$ cat config.mk
export PLATFORM = sky130hd
export DESIGN_NAME = eye_gesture_window_classifier
export DESIGN_NICKNAME = d
export VERILOG_FILES = /design/src/egwc_pkg.sv /design/src/eye_gesture_window_classifier.sv /design/src/egwc_cell.sv /design/src/egwc_tally.sv /design/src/egwc_gesture.sv
export SDC_FILE = /design/constraint.sdc
export NUM_CORES = 1
export LEC_CHECK = 0
export ABC_AREA = 1
export BUFFER_PORTS_ARGS = -buffer_cell sky130_fd_sc_hd__buf_2
export CAP_MARGIN = 20
export CORE_UTILIZATION = 61
export DETAILED_ROUTE_END_ITERATION = 7
export GPL_TIMING_DRIVEN = 0
export PLACE_DENSITY = 0.84
export SYNTH_ARGS = -nofsm -noshare
export SYNTH_HDL_FRONTEND = slang
export SYNTH_SLANG_ARGS = --single-unit
$ cat constraint.sdc
create_clock -name clock -period 8.4 [get_ports clock]
set_input_delay 0.42 -clock clock [delete_from_list [all_inputs] [get_ports clock]]
set_output_delay 0.42 -clock clock [all_outputs]
set_load 0.005 [all_outputs]
$ cat src/egwc_pkg.sv
// ----------------------------------------------------------------------------
// Eye gesture window classifier package
// Shared types, codes and constants for the classifier modules.
// ----------------------------------------------------------------------------
`default_nettype none

package egwc_pkg;

   // Default window lengths in frames.
   localparam int SHORT_WINDOW_DEF = 5;
   localparam int LONG_WINDOW_DEF  = 15;

   // Configuration register widths and reset values.
   localparam int              SHORT_NEED_W   = 3;
   localparam int              LONG_NEED_W    = 4;
   localparam logic [2:0]      SHORT_NEED_RST = 3'd4;
   localparam logic [3:0]      LONG_NEED_RST  = 4'd10;
   localparam int              CSR_ADDR_W     = 3;
   localparam int              CSR_DATA_W     = 32;

   // Register indexes, taken from address bit 2.
   localparam logic REG_SHORT_NEED = 1'b0;
   localparam logic REG_LONG_NEED  = 1'b1;

   // Pupil pattern of one frame: bit 0 left, bit 1 right.
   typedef logic [1:0] pat_type;
   localparam int      NUM_PAT   = 4;
   localparam pat_type PAT_NONE  = 2'd0;
   localparam pat_type PAT_LEFT  = 2'd1;
   localparam pat_type PAT_RIGHT = 2'd2;
   localparam pat_type PAT_BOTH  = 2'd3;

   typedef enum logic [2:0] {
      MODE_ACTIVE = 3'd0,
      MODE_ALERT  = 3'd1,
      MODE_TLEFT  = 3'd2,
      MODE_TRIGHT = 3'd3,
      MODE_WLEFT  = 3'd4,
      MODE_WRIGHT = 3'd5
   } mode_type;

   typedef enum logic [2:0] {
      EV_NONE       = 3'd0,
      EV_ALERT      = 3'd1,
      EV_LEFT_DONE  = 3'd2,
      EV_RIGHT_DONE = 3'd3,
      EV_RETURN     = 3'd4
   } event_type;

   // Majority check results, one bit per pattern for each window.
   typedef struct packed {
      logic [NUM_PAT-1:0] short_hit;
      logic [NUM_PAT-1:0] long_hit;
   } checks_type;

endpackage

`default_nettype wire

$ cat src/eye_gesture_window_classifier.sv
// Throughput: one frame per cycle while the skid register is empty; results
// are registered in the main or skid register. The history chain, running
// window counts and the mode machine all update in the accept cycle.
// Reset: synchronous, active high; the history fills with both-pupils-present,
// the mode returns to active and the needs return to 4 and 10.
// ----------------------------------------------------------------------------
// Eye gesture window classifier
// Pushes each frame's pupil flags into a chain of history cells, keeps
// running pattern counts over a short and a long window, and runs a six-mode
// gesture machine on the majority checks.
// ----------------------------------------------------------------------------
`default_nettype none

module eye_gesture_window_classifier
   import egwc_pkg::*;
#(
   parameter int SHORT_WINDOW = SHORT_WINDOW_DEF,
   parameter int LONG_WINDOW  = LONG_WINDOW_DEF
)
(
   input  wire logic                  clock,
   input  wire logic                  reset,

   input  wire logic                  req_valid,
   output logic                       req_stall,
   input  wire logic                  req_left_present,
   input  wire logic                  req_right_present,

   output logic                       rsp_valid,
   input  wire logic                  rsp_stall,
   output logic [2:0]                 rsp_mode,
   output logic [2:0]                 rsp_event_code,

   input  wire logic                  csr_psel,
   input  wire logic                  csr_penable,
   input  wire logic                  csr_pwrite,
   input  wire logic [CSR_ADDR_W-1:0] csr_paddr,
   input  wire logic [CSR_DATA_W-1:0] csr_pwdata,
   output logic [CSR_DATA_W-1:0]      csr_prdata,
   output logic                       csr_pready
);

   // The short window never reaches past the end of the history.
   localparam int SW_EFF = (SHORT_WINDOW > LONG_WINDOW) ? LONG_WINDOW : SHORT_WINDOW;

   // ------------------------------------------------------------------
   // Configuration registers. Address bit 2 selects the register, so
   // every write lands on one of the two needs.
   // ------------------------------------------------------------------
   logic [SHORT_NEED_W-1:0] short_need_ff;
   logic [LONG_NEED_W-1:0]  long_need_ff;
   logic                    csr_write;

   assign csr_pready = 1'b1;
   assign csr_write  = csr_psel && csr_penable && csr_pwrite && csr_pready;

   always_ff @(posedge clock) begin
      if (reset) begin
         short_need_ff <= SHORT_NEED_RST;
         long_need_ff  <= LONG_NEED_RST;
      end else if (csr_write) begin
         if (csr_paddr[2] == REG_SHORT_NEED) begin
            short_need_ff <= csr_pwdata[SHORT_NEED_W-1:0];
         end else begin
            long_need_ff <= csr_pwdata[LONG_NEED_W-1:0];
         end
      end
   end

   always_comb begin
      case (csr_paddr[2])
         REG_SHORT_NEED: csr_prdata = CSR_DATA_W'(short_need_ff);
         REG_LONG_NEED:  csr_prdata = CSR_DATA_W'(long_need_ff);
         default:        csr_prdata = '0;
      endcase
   end

   // ------------------------------------------------------------------
   // Input handshake. The output side is a main register plus a skid
   // register, so a frame is taken while a finished result still waits.
   // The input stalls only when the skid register is occupied.
   // ------------------------------------------------------------------
   logic    advance;
   pat_type new_pat;

   assign advance = req_valid && !req_stall;
   assign new_pat = {req_right_present, req_left_present};

   // ------------------------------------------------------------------
   // History chain: cell zero holds the newest frame. Each accepted
   // beat moves every pattern one cell further along.
   // ------------------------------------------------------------------
   pat_type hist [LONG_WINDOW];

   for (genvar i = 0; i < LONG_WINDOW; i++) begin : g_cell
      pat_type cell_in;
      if (i == 0) begin : g_head
         assign cell_in = new_pat;
      end else begin : g_body
         assign cell_in = hist[i-1];
      end
      egwc_cell u_cell (
         .clock   (clock),
         .reset   (reset),
         .advance (advance),
         .pat_in  (cell_in),
         .pat_out (hist[i])
      );
   end

   // ------------------------------------------------------------------
   // Window counts. The last cell of each window is the entry that
   // falls out of it when the new frame is pushed.
   // ------------------------------------------------------------------
   checks_type chk;

   egwc_tally #(
      .WINDOW (SW_EFF),
      .NEED_W (SHORT_NEED_W)
   ) u_short_tally (
      .clock    (clock),
      .reset    (reset),
      .advance  (advance),
      .new_pat  (new_pat),
      .drop_pat (hist[SW_EFF-1]),
      .need     (short_need_ff),
      .hit      (chk.short_hit)
   );

   egwc_tally #(
      .WINDOW (LONG_WINDOW),
      .NEED_W (LONG_NEED_W)
   ) u_long_tally (
      .clock    (clock),
      .reset    (reset),
      .advance  (advance),
      .new_pat  (new_pat),
      .drop_pat (hist[LONG_WINDOW-1]),
      .need     (long_need_ff),
      .hit      (chk.long_hit)
   );

   // ------------------------------------------------------------------
   // Gesture mode machine.
   // ------------------------------------------------------------------
   mode_type  mode_next;
   event_type event_code;

   egwc_gesture u_gesture (
      .clock      (clock),
      .reset      (reset),
      .advance    (advance),
      .chk        (chk),
      .mode_next  (mode_next),
      .event_code (event_code)
   );

   // ------------------------------------------------------------------
   // Output register with skid stage. A result goes to the main register
   // when it is empty or being taken, otherwise into the skid register.
   // When the main register is taken, the skid result moves up.
   // ------------------------------------------------------------------
   logic       main_valid_ff;
   logic       skid_valid_ff;
   logic [2:0] main_mode_ff;
   logic [2:0] main_event_ff;
   logic [2:0] skid_mode_ff;
   logic [2:0] skid_event_ff;
   logic       pop;

   assign pop       = main_valid_ff && !rsp_stall;
   assign req_stall = skid_valid_ff;

   always_ff @(posedge clock) begin
      if (reset) begin
         main_valid_ff <= 1'b0;
         skid_valid_ff <= 1'b0;
      end else if (skid_valid_ff) begin
         if (pop) begin
            skid_valid_ff <= 1'b0;
         end
      end else if (advance) begin
         if (main_valid_ff && !pop) begin
            skid_valid_ff <= 1'b1;
         end else begin
            main_valid_ff <= 1'b1;
         end
      end else if (pop) begin
         main_valid_ff <= 1'b0;
      end
   end

   always_ff @(posedge clock) begin
      if (skid_valid_ff) begin
         if (pop) begin
            main_mode_ff  <= skid_mode_ff;
            main_event_ff <= skid_event_ff;
         end
      end else if (advance) begin
         if (main_valid_ff && !pop) begin
            skid_mode_ff  <= mode_next;
            skid_event_ff <= event_code;
         end else begin
            main_mode_ff  <= mode_next;
            main_event_ff <= event_code;
         end
      end
   end

   assign rsp_valid      = main_valid_ff;
   assign rsp_mode       = main_mode_ff;
   assign rsp_event_code = main_event_ff;

endmodule

`default_nettype wire

$ cat src/egwc_cell.sv
// ----------------------------------------------------------------------------
// History cell
// Holds one frame's pupil pattern and hands it to the next cell on a beat.
// ----------------------------------------------------------------------------
`default_nettype none

module egwc_cell
   import egwc_pkg::*;
(
   input  wire logic    clock,
   input  wire logic    reset,
   input  wire logic    advance,
   input  wire pat_type pat_in,
   output pat_type      pat_out
);

   pat_type pat_ff;

   always_ff @(posedge clock) begin
      if (reset) begin
         pat_ff <= PAT_BOTH;
      end else if (advance) begin
         pat_ff <= pat_in;
      end
   end

   assign pat_out = pat_ff;

endmodule

`default_nettype wire

$ cat src/egwc_tally.sv
// ----------------------------------------------------------------------------
// Window tally
// Running per-pattern counts over one window of the history chain.
// ----------------------------------------------------------------------------
`default_nettype none

module egwc_tally
   import egwc_pkg::*;
#(
   parameter int WINDOW = SHORT_WINDOW_DEF,
   parameter int NEED_W = SHORT_NEED_W
)
(
   input  wire logic              clock,
   input  wire logic              reset,
   input  wire logic              advance,
   input  wire pat_type           new_pat,
   input  wire pat_type           drop_pat,
   input  wire logic [NEED_W-1:0] need,
   output logic [NUM_PAT-1:0]     hit
);

   localparam int CW    = $clog2(WINDOW + 1);
   localparam int CMP_W = (CW > NEED_W) ? CW : NEED_W;

   logic [CW-1:0] cnt_ff [NUM_PAT];
   logic [CW-1:0] cnt_in [NUM_PAT];

   // The entry leaving the window is dropped as the new one enters.
   always_comb begin
      for (int p = 0; p < NUM_PAT; p++) begin
         cnt_in[p] = cnt_ff[p] + CW'(new_pat == pat_type'(p))
                     - CW'(drop_pat == pat_type'(p));
         hit[p]    = CMP_W'(cnt_in[p]) >= CMP_W'(need);
      end
   end

   always_ff @(posedge clock) begin
      if (reset) begin
         for (int p = 0; p < NUM_PAT; p++) begin
            cnt_ff[p] <= (pat_type'(p) == PAT_BOTH) ? CW'(WINDOW) : '0;
         end
      end else if (advance) begin
         cnt_ff <= cnt_in;
      end
   end

endmodule

`default_nettype wire

$ cat src/egwc_gesture.sv
// ----------------------------------------------------------------------------
// Gesture mode machine
// Six-mode gesture state driven by the window majority checks.
// ----------------------------------------------------------------------------
`default_nettype none

module egwc_gesture
   import egwc_pkg::*;
(
   input  wire logic       clock,
   input  wire logic       reset,
   input  wire logic       advance,
   input  wire checks_type chk,
   output mode_type        mode_next,
   output event_type       event_code
);

   mode_type mode_ff;
   mode_type mode_in;

   // Next state: checks in priority order, first that passes wins.
   always_comb begin
      mode_in = mode_ff;
      case (mode_ff)
         MODE_ACTIVE: begin
            if (chk.short_hit[PAT_NONE]) mode_in = MODE_ALERT;
            else if (chk.long_hit[PAT_RIGHT]) mode_in = MODE_TLEFT;
            else if (chk.long_hit[PAT_LEFT]) mode_in = MODE_TRIGHT;
         end
         MODE_ALERT: begin
            if (chk.short_hit[PAT_BOTH]) mode_in = MODE_ACTIVE;
         end
         MODE_TLEFT: begin
            if (chk.long_hit[PAT_RIGHT]) mode_in = MODE_ACTIVE;
            else if (chk.short_hit[PAT_NONE]) mode_in = MODE_ALERT;
            else if (chk.short_hit[PAT_BOTH]) mode_in = MODE_WRIGHT;
         end
         MODE_TRIGHT: begin
            if (chk.long_hit[PAT_LEFT]) mode_in = MODE_ACTIVE;
            else if (chk.short_hit[PAT_NONE]) mode_in = MODE_ALERT;
            else if (chk.short_hit[PAT_BOTH]) mode_in = MODE_WLEFT;
         end
         MODE_WLEFT: begin
            if (chk.short_hit[PAT_RIGHT] || chk.long_hit[PAT_BOTH]) mode_in = MODE_ACTIVE;
         end
         MODE_WRIGHT: begin
            if (chk.short_hit[PAT_LEFT] || chk.long_hit[PAT_BOTH]) mode_in = MODE_ACTIVE;
         end
         default: begin
            if (chk.short_hit[PAT_NONE]) mode_in = MODE_ALERT;
            else if (chk.long_hit[PAT_RIGHT]) mode_in = MODE_TLEFT;
            else if (chk.long_hit[PAT_LEFT]) mode_in = MODE_TRIGHT;
         end
      endcase
   end

   // Event code for the same priority order.
   always_comb begin
      event_code = EV_NONE;
      case (mode_ff)
         MODE_ACTIVE: begin
            if (chk.short_hit[PAT_NONE]) event_code = EV_ALERT;
         end
         MODE_ALERT: begin
            if (chk.short_hit[PAT_BOTH]) event_code = EV_ALERT;
         end
         MODE_TLEFT: begin
            if (chk.long_hit[PAT_RIGHT]) event_code = EV_LEFT_DONE;
            else if (chk.short_hit[PAT_NONE]) event_code = EV_ALERT;
         end
         MODE_TRIGHT: begin
            if (chk.long_hit[PAT_LEFT]) event_code = EV_RIGHT_DONE;
            else if (chk.short_hit[PAT_NONE]) event_code = EV_ALERT;
         end
         MODE_WLEFT: begin
            if (chk.short_hit[PAT_RIGHT]) event_code = EV_RETURN;
         end
         MODE_WRIGHT: begin
            if (chk.short_hit[PAT_LEFT]) event_code = EV_RETURN;
         end
         default: begin
            if (chk.short_hit[PAT_NONE]) event_code = EV_ALERT;
         end
      endcase
   end

   always_ff @(posedge clock) begin
      if (reset) begin
         mode_ff <= MODE_ACTIVE;
      end else if (advance) begin
         mode_ff <= mode_in;
      end
   end

   assign mode_next = mode_in;

endmodule

`default_nettype wire

==> metrics.md, run 1 <==
| Metric | Value |
|---|---|
| Max cap viols | `0` |
| CTS tree | `built` |
| Post-synth top area cell | `dfxtp_1` |
| Maximum buffer depth of the clock tree | `2` |
| Cells after Synth | `600` |
| Metal2 WL | `about 4900 µm` |
| Hold_ws | `~0.28 ns` |
| Critical path type | `flop to flop` |
| Most frequent cell after synthesis | `nand2_1` |
| Crit Path Max Fanout | `4` |
| Count of final hold-check violations | `0` |
| Initial antenna violation count | `0` |
| Top cell type's share of synthesized area | `~28%` |
| Num CTS Buffers | `9` |
| Synth Cell Area | `~4700 µm²` |
| Routed wire length | `10,100 µm` |
| Register area share after synthesis | `35.4%` |
| Number of synthesized register bits | `78` |
| Clock Skew | `between 0.005 and 0.006 ns` |
| Top sig layer | `met4` |
| VDD IR max | `about 150 µV` |
| Total GRT Usage | `between 20% and 30%` |
| Ys async rst share | `0%` |
| Worst-Margin Slew | `0.579 ns` |
| Final HPWL DP | `between 7000 and 8000 µm` |
| Clock root cell | `clkbuf_8` |
| H-tree lvl count | `3` |
| Final period utilization | `40.1%` |
| Placed insts | `750` |
| Crit-path cells | `inv_1 -> nor2_1 -> ha_1 -> inv_1 -> ha_1 -> inv_1 -> fa_1 -> xor2_1 -> xor2_1 -> inv_1 -> ha_1 -> nand2_1 -> o211ai_1 -> nor2_1 -> nor2_2 -> nand3_2 -> nand2_1 -> nand2_1` |
| Top FF cell, synth | `dfxtp_1` |
| N_diodes | `0` |
| Vias in the first global route | `roughly 3.8k` |
| Non-Filler Instances | `765` |
| Metal-1 WL | `roughly 4300 µm` |
| Fmax | `297 MHz` |
| Worst EP required | `approximately 8.5 ns` |
| CP delay by family, top | `adder cells` |
| Rows | `31` |
| Hold crit path type | `input pin to flop` |
| Worst-Skew Late Latency | `0.35 ns` |
| Post-CTS Resized | `0` |
| Met3 Wirelength | `588 µm` |
| Nets | `roughly 760` |
| Slew Viols, Final | `0` |
| Wire length per cell | `around 13 µm` |
| Global route overflow | `0` |
| Mean Syn Cell Area | `7.91 µm²` |
| DRT antenna net count | `0` |
| Top cells by count, synth | `nand2_1 (121), inv_1 (80), dfxtp_1 (66)` |
| Clk sinks | `78` |
| Synth warn | `0` |
| Core area | `between 7000 and 8000 µm²` |
| Top cells by area, synth | `dfxtp_1 (28%), ha_1 (11%), nand2_1 (9.6%), edfxtp_1 (7.6%), inv_1 (6.3%)` |
| Final setup fails | `0` |
| Global-route wire length before repair | `between 15,000 and 20,000 µm` |
| Min cycle time layout | `roughly 3.4 ns` |
| Leakage | `~2.8 nW` |
| Total negative slack | `0 ns` |
| Initial core utilization | `between 60% and 70%` |
| Distinct cells, synth | `34` |
| Layout cell share with drive strength beyond 1 | `roughly a fifth` |
| Outcome | `completed` |
| Vias post-DR | `approximately 4k` |
| Crit end category | `flop` |
| Via density | `5.19` |
| Die width | `around 90 µm` |
| Pin count of the biggest net entering global routing | `14` |
| Rel. slew slack | `roughly 61%` |
| RSZ-0062 raised after global routing | `no` |
| DRC Markers | `0` |
| PwrDens | `approximately 210 nW/µm²` |
| Critical path startpoint category | `flop` |
| Die H | `~90 µm` |
| Synthesis-to-layout area growth | `10.9%` |
| IO Count | `85` |
| Post-CTS Setup Bufs | `0` |
| Crit path max-delay cell type | `dfxtp_1` |
| Worst EP arrival | `roughly 3.5 ns` |
| Crit path top cell by count | `inv_1` |
| Buffers and inverters on the worst path | `4` |
| Worst stage delay on the critical path | `about 0.4 ns` |
| Final Total Pwr | `approximately 1.1 mW` |
| First drt pass iteration count | `5` |
| Clock Pin Slew Worst Setup and Hold Paths | `0.08 ns` |
| Final Wtd Congestion | `between 0.8 and 0.9` |
| First DRT Iteration DRCs | `around 180` |
| Die ar. | `8130 µm²` |
| IO Port Bufs | `24` |
| Fillers | `~600` |
| Post-synth EDFFs | `12` |
| Hold_buf cts | `0` |
## logic make-up (layout without fill, tap and decap cells)
logic type	Yosys count	count (layout)	share of synthesized area (%)
compound gates	87	87	10.6
xor+xnor	18	18	3.32
fa+ha+maj	50	50	14.3
buf+inv	143	182	14.5
flops	78	78	35.4
other cells	2	29	0.158
simple gates	222	222	21.7
## power by group
group / internal [mW] / switching [mW]
logic: 0.156 / 0.254
clock network: 0.116 / 0.139
registers: 0.423 / 0.0211
total: 0.695 / 0.414
## worst min-delay path, cell delays in order
cell     delay [ns]
buf_2          0.08
a21oi_1        0.05
o21ai_0        0.06
## metrics by stage
stage | util [%] | worst slack [ns] | cell area [µm²]
3_5_place_dp | 69.1 | 4.80 | 5090
6_report | 71.4 | 5.04 | 5260
3_3_place_gp | 69.1 | 4.87 | 5090
2_1_floorplan | - | 5.41 | 4850
5_1_grt | 71.4 | 4.65 | 5260
4_1_cts | 71.4 | 5.06 | 5260
## state kept, by name, summed over array words and instances, names as in the netlist, 3 cells and up
register               flops
skid_mode_ff               3
short_need_ff              3
rsp_event_code             3
u_long_tally.cnt_ff       12
skid_event_ff              3
g_cell.u_cell.pat_out     30
long_need_ff               4
u_short_tally.cnt_ff      12
rsp_mode                   3
u_gesture.mode_ff          3
## per-layer routing
layer  track usage [%]  vias up
met5                 0        -
met4              12.0        0
met3              5.92       32
met2              46.3      119
met1              30.9     1828
li1                  -     1990
## final cells by class
cell class                 count  area, µm²  share of cell area (%)
multi-input combinational    406       2480                    47.1
timing repair buffer          24        120                    2.28
sequential                    78       1680                    32.0
clock buffer                  11        141                    2.69
buffer                        50        334                    6.35
clock inverter                 4       31.3                   0.594
tap                           99        124                    2.35
inverter                      93        354                    6.73
## cells in the final DEF, fill, tap and decap left out, types with 7 or more instances in the layout
cell type and count:
nand3_1 38, dfxtp_1 66, ha_1 43, fa_1 7
inv_1 80, nor2_1 31, buf_2 36, edfxtp_1 12
a21oi_1 32, inv_2 10, clkbuf_8 10, nand2_1 121
o21ai_1 15, nand3_2 8, o21ai_0 20, conb_1 29
buf_4 31, o211ai_1 11, xor2_1 12
## path summary, 6_finish.rpt
check,slack [ns],endpoint,startpoint,cells after the start
min,0.28,long_need_ff[3]$_SDFFE_PP1P_,csr_pwdata[3],3
max,5.04,rsp_mode[2]$_DFFE_PP_,g_cell[4].u_cell.pat_out[1]$_SDFFE_PP1P_,18
max reg2reg,5.04,rsp_mode[2]$_DFFE_PP_,g_cell[4].u_cell.pat_out[1]$_SDFFE_PP1P_,18
min reg2reg,0.46,g_cell[11].u_cell.pat_out[0]$_SDFFE_PP1P_,g_cell[10].u_cell.pat_out[0]$_SDFFE_PP1P_,2
(Power assumes the default switching activity.)
==> run 2, diff against run 1 <==
--- a/config.mk
+++ b/config.mk
@@ -8,10 +8,10 @@
 export ABC_AREA = 1
 export BUFFER_PORTS_ARGS = -buffer_cell sky130_fd_sc_hd__buf_2
 export CAP_MARGIN = 20
-export CORE_UTILIZATION = 61
+export CORE_UTILIZATION = 57
 export DETAILED_ROUTE_END_ITERATION = 7
 export GPL_TIMING_DRIVEN = 0
-export PLACE_DENSITY = 0.84
+export PLACE_DENSITY = 0.79
 export SYNTH_ARGS = -nofsm -noshare
 export SYNTH_HDL_FRONTEND = slang
 export SYNTH_SLANG_ARGS = --single-unit
==> constraint.sdc (replaced) <==
create_clock -name clock -period 3.4 [get_ports clock]
set_input_delay 0.17 -clock clock [delete_from_list [all_inputs] [get_ports clock]]
set_output_delay 0.17 -clock clock [all_outputs]
set_load 0.005 [all_outputs]
==> metrics.md, run 2 (synthesis gave the netlist of run 1 again) <==
| Metric | Value |
|---|---|
| Core area | `7890 µm² (+7.0%)` |
| Slew Viols, Final | `0 (unchanged)` |
| Max cap viols | `0 (unchanged)` |
| Rel. slew slack | `60.8% (-0.48 points)` |
| Num CTS Buffers | `9 (unchanged)` |
| Die ar. | `8690 µm² (+6.9%)` |
| Pin count of the biggest net entering global routing | `16 (+2)` |
| Rows | `32 (+3.2%)` |
| Min cycle time layout | `3.23 ns (-0.134 ns)` |
| Worst Slack Setup Final | `0.169 ns (-4.87 ns)` |
| Wire length per cell | `13.2 µm (about the same)` |
| Crit Path Max Fanout | `5 (+1)` |
| CTS tree | `built` |
| Nets | `758 (+0.26%)` |
| IO Port Bufs | `24 (unchanged)` |
| Via density | `5.09 (-2.0%)` |
| Clock root cell | `clkbuf_8` |
| Post-Place Setup Slack | `0.0312 ns (-4.76 ns)` |
| Die width | `93.2 µm (+3.4%)` |
| Fmax | `310 MHz (+4.1%)` |
| DRT antenna net count | `0 (unchanged)` |
| Clock Skew | `0.00898 ns (+0.00322 ns)` |
| Maximum buffer depth of the clock tree | `2 (unchanged)` |
| Leakage | `2.78 nW (+0.35%)` |
| H-tree lvl count | `3 (unchanged)` |
| Worst-Margin Slew | `0.589 ns (+0.00939 ns)` |
| Initial antenna violation count | `0 (unchanged)` |
| Final HPWL DP | `7730 µm (-0.40%)` |
| Placed insts | `753 (+0.40%)` |
| Crit end category | `flop` |
| Count of final hold-check violations | `0 (unchanged)` |
| Vias post-DR | `3,921 (-1.2%)` |
| Critical path startpoint category | `flop` |
| Outcome | `completed` |
| Die H | `93.2 µm (+3.4%)` |
| Clk sinks | `78 (unchanged)` |
| First drt pass iteration count | `4 (-1)` |
| Final Wtd Congestion | `0.871 (+0.15%)` |
| Layout cell share with drive strength beyond 1 | `20.5% (+1.4 points)` |
| Worst EP required | `3.53 ns (-4.99 ns)` |
| Worst-Skew Late Latency | `0.37 ns (+0.02 ns)` |
| Hold_buf cts | `0 (unchanged)` |
| Hold_ws | `0.0265 ns (-0.256 ns)` |
| Commonest cells after routing, fill and taps aside | `nand2_1 (121), inv_1 (79), dfxtp_1 (65)` |
| Initial core utilization | `60.2% (-4.2 points)` |
| Hold crit path type | `input pin to flop` |
| VDD IR max | `316 µV (+120%)` |
| Global-route wire length before repair | `16,600 µm (-2.6%)` |
| Total GRT Usage | `25.0% (-1.5 points)` |
| Routed wire length | `10,200 µm (+0.82%)` |
| N_diodes | `0 (unchanged)` |
| Critical path type | `flop to flop` |
| Global route overflow | `0 (unchanged)` |
| First DRT Iteration DRCs | `192 (+4.3%)` |
| Clock Pin Slew Worst Setup and Hold Paths | `0.08 ns (about the same)` |
| IO Count | `85 (unchanged)` |
| Max FFs per register | `30 (unchanged)` |
| Vias in the first global route | `3,688 (-2.9%)` |
| Worst EP arrival | `3.36 ns (-0.12 ns)` |
| DRC Markers | `0 (unchanged)` |
| Final period utilization | `95.0% (+55 points)` |
| Final setup fails | `0 (unchanged)` |
| Non-Filler Instances | `771 (+0.78%)` |
| Synthesis-to-layout area growth | `11.9%` |
| Total negative slack | `0 ns (unchanged)` |
| PwrDens | `523 nW/µm² (+150%)` |
| Commonest non-fill, non-tap cell in the layout | `nand2_1` |
## run 2: cell count changes in the layout (fill, tap and decap cells not counted), moves of 2 or more
| cell | before | now |
|---|---|---|
| nor2_2 | 6 | 8 |
| buf_4 | 31 | 33 |
| nor2_1 | 31 | 29 |
| clkinv_4 | 1 | 3 |
## run 2: cell type report
cell class / count / area [µm²]
plain buffers: 50 / 334
clock buffers: 9 / 124
clock inverters: 7 / 56.3
fillers: 663 / 2580
inverters: 93 / 354
multi-input cells: 406 / 2500
flip-flops and latches: 78 / 1680
well taps: 102 / 128
repair buffers: 26 / 135
## run 2: worst paths after layout
kind	startpoint	endpoint	slack, ns	cells after the start
setup / recovery	g_cell[4].u_cell.pat_out[0]$_SDFFE_PP1P_	rsp_mode[0]$_DFFE_PP_	0.17	16
hold / removal	csr_pwdata[3]	long_need_ff[3]$_SDFFE_PP1P_	0.03	3
setup reg to reg	g_cell[4].u_cell.pat_out[0]$_SDFFE_PP1P_	rsp_mode[0]$_DFFE_PP_	0.17	16
hold reg to reg	g_cell[2].u_cell.pat_out[0]$_SDFFE_PP1P_	g_cell[3].u_cell.pat_out[0]$_SDFFE_PP1P_	0.46	2
## run 2: repair_timing
item                                    4_1_cts  5_1_grt
resized for setup                             0        6
hold endpoints to repair                      0        0
endpoints found under the setup margin        0        4
setup buffers                                 0        2
## run 2: per-layer routing
metal / up-vias / track usage, % / part of all wire [%]
li1: 1995 / - / -
met1: 1792 / 30.0 / 43
met2: 104 / 42.6 / 49
met3: 30 / 5.12 / 5.0
met4: 0 / 11.8 / 3.2
met5: - / 0 / 0
## run 2: worst max-delay path, stage by stage, from the launching register on
cell and delay, ns:
dfxtp_1 0.40, nor2_1 0.06, ha_1 0.27, inv_1 0.04, ha_1 0.20, fa_1 0.42
xnor2_1 0.19, xor2_1 0.22, ha_1 0.30, a21oi_2 0.16, nand3_2 0.16, inv_2 0.15
nand2_1 0.07, nand2_1 0.09, nand3_2 0.08, nand2_2 0.11, o21ai_2 0.06
## run 2: report_power, final
part           internal, mW  switching (mW)
registers              1.04          0.0522
clock network         0.272           0.371
logic                 0.398           0.642
## run 2: per-stage QoR
stage	instance area [µm²]	power (mW)	util (%)
after floorplan	4850	1.89	-
after global placement	5090	2.06	64.6
after detailed placement	5090	2.13	64.6
after CTS	5270	2.76	66.9
after global routing	5310	2.97	67.3
final	5310	2.78	67.3
